File: src/design/bmtp_pkg.sv
// bmtp_pkg: shared types, constants and the sine table of the ball model
// transition probability block; no dependencies
`timescale 1ns / 1ps
`default_nettype none
package bmtp_pkg;

  localparam int ROBOTS_PER_TEAM_DEF = 16;
  localparam int ANGLE_BITS_DEF      = 12;

  localparam logic [11:0] NEAR_RADIUS_RESET = 12'd500;
  localparam logic [14:0] PROB_HIGH = 15'd27853;
  localparam logic [14:0] PROB_LOW  = 15'd4915;
  localparam logic [14:0] PROB_ZERO = 15'd0;
  localparam logic [29:0] MOUTH_COS2_Q30 = 30'd537298437;

  localparam logic [3:0] MODEL_SLIDE  = 4'd0;
  localparam logic [3:0] MODEL_ROLL   = 4'd1;
  localparam logic [3:0] MODEL_BOUNCE = 4'd2;
  localparam logic [3:0] MODEL_STOP   = 4'd3;
  localparam logic [3:0] MODEL_KICK_LO  = 4'd4;
  localparam logic [3:0] MODEL_KICK_HI  = 4'd6;
  localparam logic [3:0] MODEL_ROBOT_LO = 4'd7;
  localparam logic [3:0] MODEL_ROBOT_HI = 4'd9;

  localparam logic MODE_LOAD  = 1'b0;
  localparam logic MODE_QUERY = 1'b1;

  localparam logic REG_NEAR_RADIUS = 1'b0;

  localparam logic [16:0] QSIN [17] = '{
    17'd0, 17'd3212, 17'd6393, 17'd9512, 17'd12540, 17'd15447, 17'd18205,
    17'd20788, 17'd23170, 17'd25330, 17'd27246, 17'd28899, 17'd30274,
    17'd31357, 17'd32138, 17'd32610, 17'd32768
  };

  typedef struct packed {
    logic               present;
    logic signed [15:0] x;
    logic signed [15:0] y;
    logic [11:0]        heading;
  } robot_t;

  typedef struct packed {
    logic               found;
    logic [6:0]         slot;
    logic [32:0]        d2;
    logic signed [16:0] dx;
    logic signed [16:0] dy;
    logic [11:0]        heading;
  } best_t;

  typedef enum logic [2:0] {
    ST_IDLE, ST_SCAN, ST_P1, ST_P2, ST_P3, ST_P4, ST_P5, ST_DONE
  } state_t;

  // sine of a 16-bit phase in q15, quarter-wave table with interpolation
  function automatic logic signed [16:0] sine16(input logic [15:0] p);
    logic [1:0]  q;
    logic [14:0] u;
    logic [3:0]  idx;
    logic [16:0] a;
    logic [16:0] b;
    logic [21:0] tmp;
    logic [16:0] v;
    q = p[15:14];
    u = q[0] ? 15'(15'd16384 - {1'b0, p[13:0]}) : {1'b0, p[13:0]};
    idx = u[13:10];
    a = QSIN[5'(idx)];
    b = QSIN[5'(idx) + 5'd1];
    tmp = 22'(b - a) * 22'(u[9:0]) + 22'd512;
    if (u[14]) begin
      v = 17'd32768;
    end else begin
      v = a + 17'(tmp >> 10);
    end
    return q[1] ? $signed(17'(17'd0 - v)) : $signed(v);
  endfunction

endpackage
`default_nettype wire

File: src/design/bmtp_dist.sv
// bmtp_dist: three-stage squared-distance pipeline with running nearest pick
// depends on bmtp_pkg
`timescale 1ns / 1ps
`default_nettype none
module bmtp_dist #(
  parameter int SW = 5
) (
  input  wire logic               clk,
  input  wire logic               rst_n,
  input  wire logic               clr,
  input  wire logic               cap,
  input  wire logic [SW-1:0]      idx,
  input  wire bmtp_pkg::robot_t   entry,
  input  wire logic signed [15:0] bx,
  input  wire logic signed [15:0] by,
  output bmtp_pkg::best_t         best
);

  logic               a_vld_r, b_vld_r;
  logic [SW-1:0]      a_idx_r, b_idx_r;
  logic signed [16:0] a_dx_r, a_dy_r, b_dx_r, b_dy_r;
  logic [11:0]        a_hd_r, b_hd_r;
  logic signed [33:0] b_dxsq_r, b_dysq_r;
  logic [32:0]        d2;
  bmtp_pkg::best_t    best_r;

  assign d2 = {1'b0, b_dxsq_r[31:0]} + {1'b0, b_dysq_r[31:0]};

  always_ff @(posedge clk) begin
    if (!rst_n) begin
      a_vld_r <= 1'b0;
      b_vld_r <= 1'b0;
    end else begin
      a_vld_r <= cap && entry.present;
      b_vld_r <= a_vld_r;
    end
  end

  always_ff @(posedge clk) begin
    a_idx_r  <= idx;
    a_dx_r   <= $signed({bx[15], bx}) - $signed({entry.x[15], entry.x});
    a_dy_r   <= $signed({by[15], by}) - $signed({entry.y[15], entry.y});
    a_hd_r   <= entry.heading;
    b_idx_r  <= a_idx_r;
    b_dx_r   <= a_dx_r;
    b_dy_r   <= a_dy_r;
    b_hd_r   <= a_hd_r;
    b_dxsq_r <= a_dx_r * a_dx_r;
    b_dysq_r <= a_dy_r * a_dy_r;
    if (!rst_n) begin
      best_r.found <= 1'b0;
    end else if (clr) begin
      best_r.found <= 1'b0;
      best_r.slot  <= 7'd0;
    end else if (b_vld_r && (!best_r.found || d2 < best_r.d2)) begin
      best_r.found   <= 1'b1;
      best_r.slot    <= 7'(b_idx_r);
      best_r.d2      <= d2;
      best_r.dx      <= b_dx_r;
      best_r.dy      <= b_dy_r;
      best_r.heading <= b_hd_r;
    end
  end

  assign best = best_r;

endmodule
`default_nettype wire

File: config.mk
export PLATFORM = sky130hd
export DESIGN_NAME = bmtp_dist
export DESIGN_NICKNAME = d
export VERILOG_FILES = /design/src/design/bmtp_pkg.sv /design/src/design/bmtp_dist.sv
export SDC_FILE = /design/constraint.sdc
export NUM_CORES = 2
export LEC_CHECK = 0
export BUFFER_PORTS_ARGS = -buffer_cell sky130_fd_sc_hd__buf_2
export CORE_AREA = 5 5 263 265
export CTS_BUF_LIST = sky130_fd_sc_hd__clkbuf_8
export CTS_CLUSTER_SIZE = 24
export DETAILED_ROUTE_END_ITERATION = 8
export DIE_AREA = 0 0 268 270
export SLEW_MARGIN = 20
export SYNTH_ARGS = -nofsm -noshare
export SYNTH_HDL_FRONTEND = slang
export SYNTH_SLANG_ARGS = --single-unit
File: constraint.sdc
create_clock -name clk -period 17.97 [get_ports clk]
set_input_delay 0.8985 -clock clk [delete_from_list [all_inputs] [get_ports clk]]
set_output_delay 0.8985 -clock clk [all_outputs]
set_load 0.02 [all_outputs]
==> Yosys cells after proc, flatten, opt, wreduce, memory -nomap -nowiden <==
Cells that the tools add are included.
{ "classes": {"n_addsub": 3, "mul": 2, "div": 0, "magnitude_cmp": 1, "n_eq_ne": 0, "n_shift": 0, "muxes": 1, "bitwise": 2, "n_reduce_logical": 8} }
{ "ops": {"columns": ["op", "n"], "rows": [
  ["2-to-1 mux 84 bit", 1],
  ["multiplier 17 x 17 -> 32 bit", 2],
  ["subtractor 16 x 16 -> 17 bit", 2],
  ["adder 32 x 32 -> 33 bit", 1],
  ["< comparator 33 bit", 1],
  ["AND reduction 3 bit", 1],
  ["logical AND 1 bit", 2],
  ["inverter 1 bit", 2],
  ["AND reduction 2 bit", 1],
  ["nonzero test 2 bit", 1],
  ["OR reduction 2 bit", 1],
  ["zero test 1 bit", 1],
  ["logical OR 1 bit", 1]
]} }
{ "word_totals": {"regBits": 253, "latch_bits": 0, "mem_bits_rw": 0, "rom_bits": 0, "input_bits": 86, "output_inout_bits": 87, "memories": 0} }

==> Depth between registers and ports, before layout <==
{ "depth": {"ltp_word": 6, "ltp_mapped": 25, "ltp_nobuf": 24} }

==> Worst setup path after synthesis <==
OpenSTA, ideal clock, no wires.
{ "synth_timing": {"kind": "register to register", "from": "register b_dxsq_r[3]", "to": "register best_r, in the netlist best[0] (enable)", "t_arrival_ps": 7557, "t_required_ps": 17427, "setup_slack_ps": 9871, "stages_incl_launch_ff": 21, "period_less_slack_ps": 8099, "path_cell_list": "dfxtp_1 -> ha_1 -> a21oi_2 -> o2111ai_1 -> a31oi_1 -> o21ai_2 -> o21ai_2 -> a21o_2 -> o211ai_1 -> a21oi_1 -> xnor2_1 -> ha_1 -> a21o_1 -> a21o_1 -> a21o_1 -> a21o_1 -> a21o_1 -> a21oi_1 -> o211a_1 -> nand3_1 -> a21oi_1"} }
{ "synth_between": {"elab_chain_len": 5} }
{ "synth_lines": {"columns": ["item", "line_no", "source"], "rows": [
  ["from (decl)", "bmtp_dist.sv:23", "logic signed [33:0] b_dxsq_r, b_dysq_r;"],
  ["from (signal assigned)", "bmtp_dist.sv:48", "b_dxsq_r <= a_dx_r * a_dx_r;"],
  ["adder 32 x 32 -> 33 bit", "bmtp_dist.sv:27", "assign d2 = {1'b0, b_dxsq_r[31:0]} + {1'b0, b_dysq_r[31:0]};"],
  ["named net d2[26]", "bmtp_dist.sv:24", "logic [32:0] d2;"],
  ["< comparator 33 bit", "bmtp_dist.sv:55", "end else if (b_vld_r && (!best_r.found || d2 < best_r.d2)) begin"],
  ["logical OR 1 bit", "bmtp_dist.sv:55", null],
  ["logical AND 1 bit", "bmtp_dist.sv:55", null],
  ["AND reduction 3 bit (no line)", null, null],
  ["to (decl)", "bmtp_dist.sv:25", "bmtp_pkg::best_t best_r;"]
]} }
The timed path passes the listed nets, and every way through them passes these cells.
A chain may end at the register's enable or synchronous reset.

==> Worst setup path in the final report <==
{ "layout_timing": {"from": "register a_dy_r[2]", "to": "register b_dysq_r[30]"} }
{ "layout_between": {"elab_chain_len": 1} }
{ "layout_lines": {"columns": ["item", "line_no", "source"], "rows": [
  ["from (decl)", "bmtp_dist.sv:21", "logic signed [16:0] a_dx_r, a_dy_r, b_dx_r, b_dy_r;"],
  ["from (signal assigned)", "bmtp_dist.sv:42", "a_dy_r <= $signed({by[15], by}) - $signed({entry.y[15], entry.y});"],
  ["multiplier 17 x 17 -> 32 bit", "bmtp_dist.sv:49", "b_dysq_r <= a_dy_r * a_dy_r;"],
  ["to (signal assigned)", "bmtp_dist.sv:49", null],
  ["to (decl)", "bmtp_dist.sv:23", null]
]} }
No other way between the ends.

==> metrics.md <==
| Metric | Value |
|---|---|
| CTS sink count | 249 |
| Final Hold Vio Count | 0 |
| H-tree Lvls | 2 |
| Outcome | finished, final reports clean |
| Row Count | 95 |
| Total number of vias | 18,700 |
| Yosys reg bits | 249 |
| Drt total wl | 57,100 um |
| RSZ-0062 raised after global routing | no |
| Diodes inserted | 0 |
| Avg Inst Size Synth | 10.0 um2 |
| Critical Path Sink Type | flop |
| Most frequent cells in the layout | inv_1 (787), fa_1 (514), ha_1 (261), nand2_1 (206), buf_2 (170) |
| Worst-Skew Late Latency | 0.62 ns |
| CP Launch Type | flop |
| Die H | 270 um |
| Post-CTS Setup Bufs | 0 |
| TritonCTS clock tree | built |
| Clock Tree Root | clkbuf_8 |
| Port Buffers | 170 |
| Max Fclk | 0.151 GHz |
| FF-to-FF Start | a_dy_r[2]$_DFF_P_ |
| Starting Density | 42.5% |
| R2R depth | 22 |
| I/O Pins | 173 |
| Post-synthesis async set-or-reset flop share | 0% |
| WHS Path Cells | 0 |
| CTS Buffer Depth | 3 |
| Routed Antenna Nets | 0 |
| Fillcell total | 6,335 |
| Synth cell types | 76 |
| Number of synthesized flops with an enable pin | 84 |
| Layout cells sized above 1 | 9.08% |
| Max-slew headroom | 15.8% |
| Cts hold-fix bufs | 0 |
| Worst hold start | a_idx_r[0]$_DFF_P_ |
| Clk_skew | 0.0332 ns |
| Syn. warnings | 0 |
| Sequential area share after synthesis | 20.6% |
| Cell area after synthesis | 28,300 um2 |
| Setup violators final | 0 |
| Tcrit/Tclk final | 36.8% |
| Num CTS Buffers | 46 |
| WL/cell | 14.6 um |
| Chip width | 268 um |
| Setup CP Type | flop to flop |
| Register-to-register setup slack | 11.36 ns |
| Setup_tns | 0 ns |
| GR Overflow Total | 0 |
| Pin count of the biggest net entering global routing | 46 |
| DIE AREA | 72,400 um2 |
| Commonest non-fill, non-tap cell in the layout | inv_1 |
| Number of global-route vias before repair | 21,000 |
| Synth Instances | 2,820 |
| Crit Path Max Fanout | 21 |
| Main flop type after synthesis | dfxtp_1 |
| Final Wtd Congestion | 0.837 |
| DR pass1 iterations | 5 |
| Routed vias/inst | 4.80 |
| Total GRT Usage | 16.5% |
| Crit path arrival time | 7.15 ns |
| Slew Limit Fails | 0 |
| Number of max-cap violations | 0 |
| Initial DRC count | 699 |
| DRC | 0 |
| Initial antenna violation count | 0 |
| Critical Path RT | 18.51 ns |
| Worst-Margin Slew | 1.26 ns |
| HPWL Detailed | 47,300 um |
| Worst-path clk slew | 0.06 ns |
| Min-Delay Endpoint | b_idx_r[0]$_DFF_P_ |
| R2R Path End | b_dysq_r[30]$_DFF_P_ |
| Hold Crit Class | flop to flop |
| Core Region | 66,600 um2 |
| Area Growth Syn to Fin | 9.81% |
| First-pass GRT wire length | 99,000 um |
| Nets | 3,852 |
| Post-CTS sizing | 0 |
| Post-route minimum period | 6.61 ns |
## cells in the mapped netlist, types with 7 or more instances
library cell | count | area, um2
or3_1 | 11 | 68.8
o21a_1 | 18 | 135
o21bai_1 | 8 | 60.1
and3_1 | 11 | 68.8
nand4_1 | 7 | 43.8
nor2b_1 | 37 | 231
nand3_1 | 30 | 150
a21o_1 | 38 | 285
dfxtp_1 | 165 | 3300
nor2_1 | 92 | 345
o211ai_1 | 7 | 52.6
xor2_1 | 30 | 263
a21oi_1 | 62 | 310
xnor2_1 | 100 | 876
o21ai_0 | 46 | 230
fa_1 | 514 | 10300
and2_1 | 112 | 701
inv_1 | 768 | 2880
ha_1 | 261 | 3270
clkbuf_1 | 49 | 184
edfxtp_1 | 84 | 2520
a31oi_1 | 8 | 50.1
nand2_1 | 206 | 773
nand2b_1 | 22 | 138
nor3_1 | 37 | 185
## cell families (layout without fill, tap and decap cells)
family | Yosys count | count (layout) | share of synthesized area, %
AO/OA/AOI/OAI | 258 | 258 | 6.33
other | 1 | 2 | 0.0132
adder cells (fa/ha/maj) | 775 | 775 | 47.9
AND/OR/NAND/NOR | 585 | 585 | 10.2
buffers and inverters | 819 | 1026 | 10.9
multiplexers | 3 | 3 | 0.115
XOR/XNOR | 130 | 130 | 4.02
flip-flops | 249 | 249 | 20.6
## area by class of cell
type / instances / area, um2 / share of cell area [%]
Multi-Input combinational cell: 1753 / 19400 / 62.5
Clock buffer: 54 / 743 / 2.39
Inverter: 768 / 2880 / 9.28
Tap cell: 873 / 1090 / 3.51
Timing Repair Buffer: 173 / 873 / 2.81
Clock inverter: 31 / 250 / 0.805
Sequential cell: 249 / 5830 / 18.7
## sequential cells by signal (all words and copies together), names as in the netlist
signal / count
a_dx_r: 17
a_dy_r: 17
a_hd_r: 12
a_idx_r: 5
a_vld_r: 1
b_dx_r: 16
b_dxsq_r: 31
b_dy_r: 16
b_dysq_r: 31
b_hd_r: 12
b_idx_r: 5
b_vld_r: 1
best: 85
## metrics by stage
stage          worst slack [ns]  std cells  hold slack (ns)  utilization, %  cell area, um2
3_3_place_gp              11.46       3816            0.310            45.2           30100
2_1_floorplan              9.87       2821            0.310               -           28300
3_5_place_dp              11.36       3816            0.314            45.2           30100
6_report                  11.36       3901            0.325            46.7           31100
4_1_cts                   11.32       3901            0.302            46.7           31100
5_1_grt                   10.87       3901            0.321            46.7           31100
## critical path, stage by stage (launching register included)
cell       delay [ns]
dfxtp_1          0.88
nand2_1          0.25
inv_1            0.19
fa_1             0.42
inv_1            0.09
fa_1             0.41
fa_1             0.51
inv_1            0.05
fa_1             0.50
fa_1             0.49
inv_1            0.05
fa_1             0.47
inv_1            0.04
ha_1             0.34
a21oi_4          0.21
and2b_2          0.24
nor4_2           0.16
a31oi_2          0.20
nand4_2          0.15
a31oi_2          0.13
and4_4           0.24
a2111oi_4        0.32
xnor2_1          0.16
## worst max path at each step
| stage | slack [ns] | from | to | cells past startpoint |
|---|---|---|---|---|
| 2_1_floorplan | 9.87 | b_dxsq_r[3]$_DFF_P_ | best[0]$_DFFE_PP_ | 20 |
| 3_3_place_gp | 11.46 | a_dy_r[4]$_DFF_P_ | b_dysq_r[31]$_DFF_P_ | 23 |
| 3_5_place_dp | 11.36 | a_dy_r[2]$_DFF_P_ | b_dysq_r[30]$_DFF_P_ | 22 |
| 4_1_cts | 11.32 | a_dy_r[2]$_DFF_P_ | b_dysq_r[30]$_DFF_P_ | 22 |
| 5_1_grt | 10.87 | a_dy_r[4]$_DFF_P_ | b_dysq_r[31]$_DFF_P_ | 23 |
| 6_report | 11.36 | a_dy_r[2]$_DFF_P_ | b_dysq_r[30]$_DFF_P_ | 22 |
## per-layer routing
metal  track usage (%)  wire length, um  vias to the layer above
met5                 0                0                        -
met2              29.6            29700                      293
li1                  -                -                     8914
met3              3.18             2910                       83
met1              20.4            23200                     9452
met4              4.43             1350                        0
Power is not shown: default switching activity piles up to over one toggle a cycle in this logic, so the estimate is an artifact.
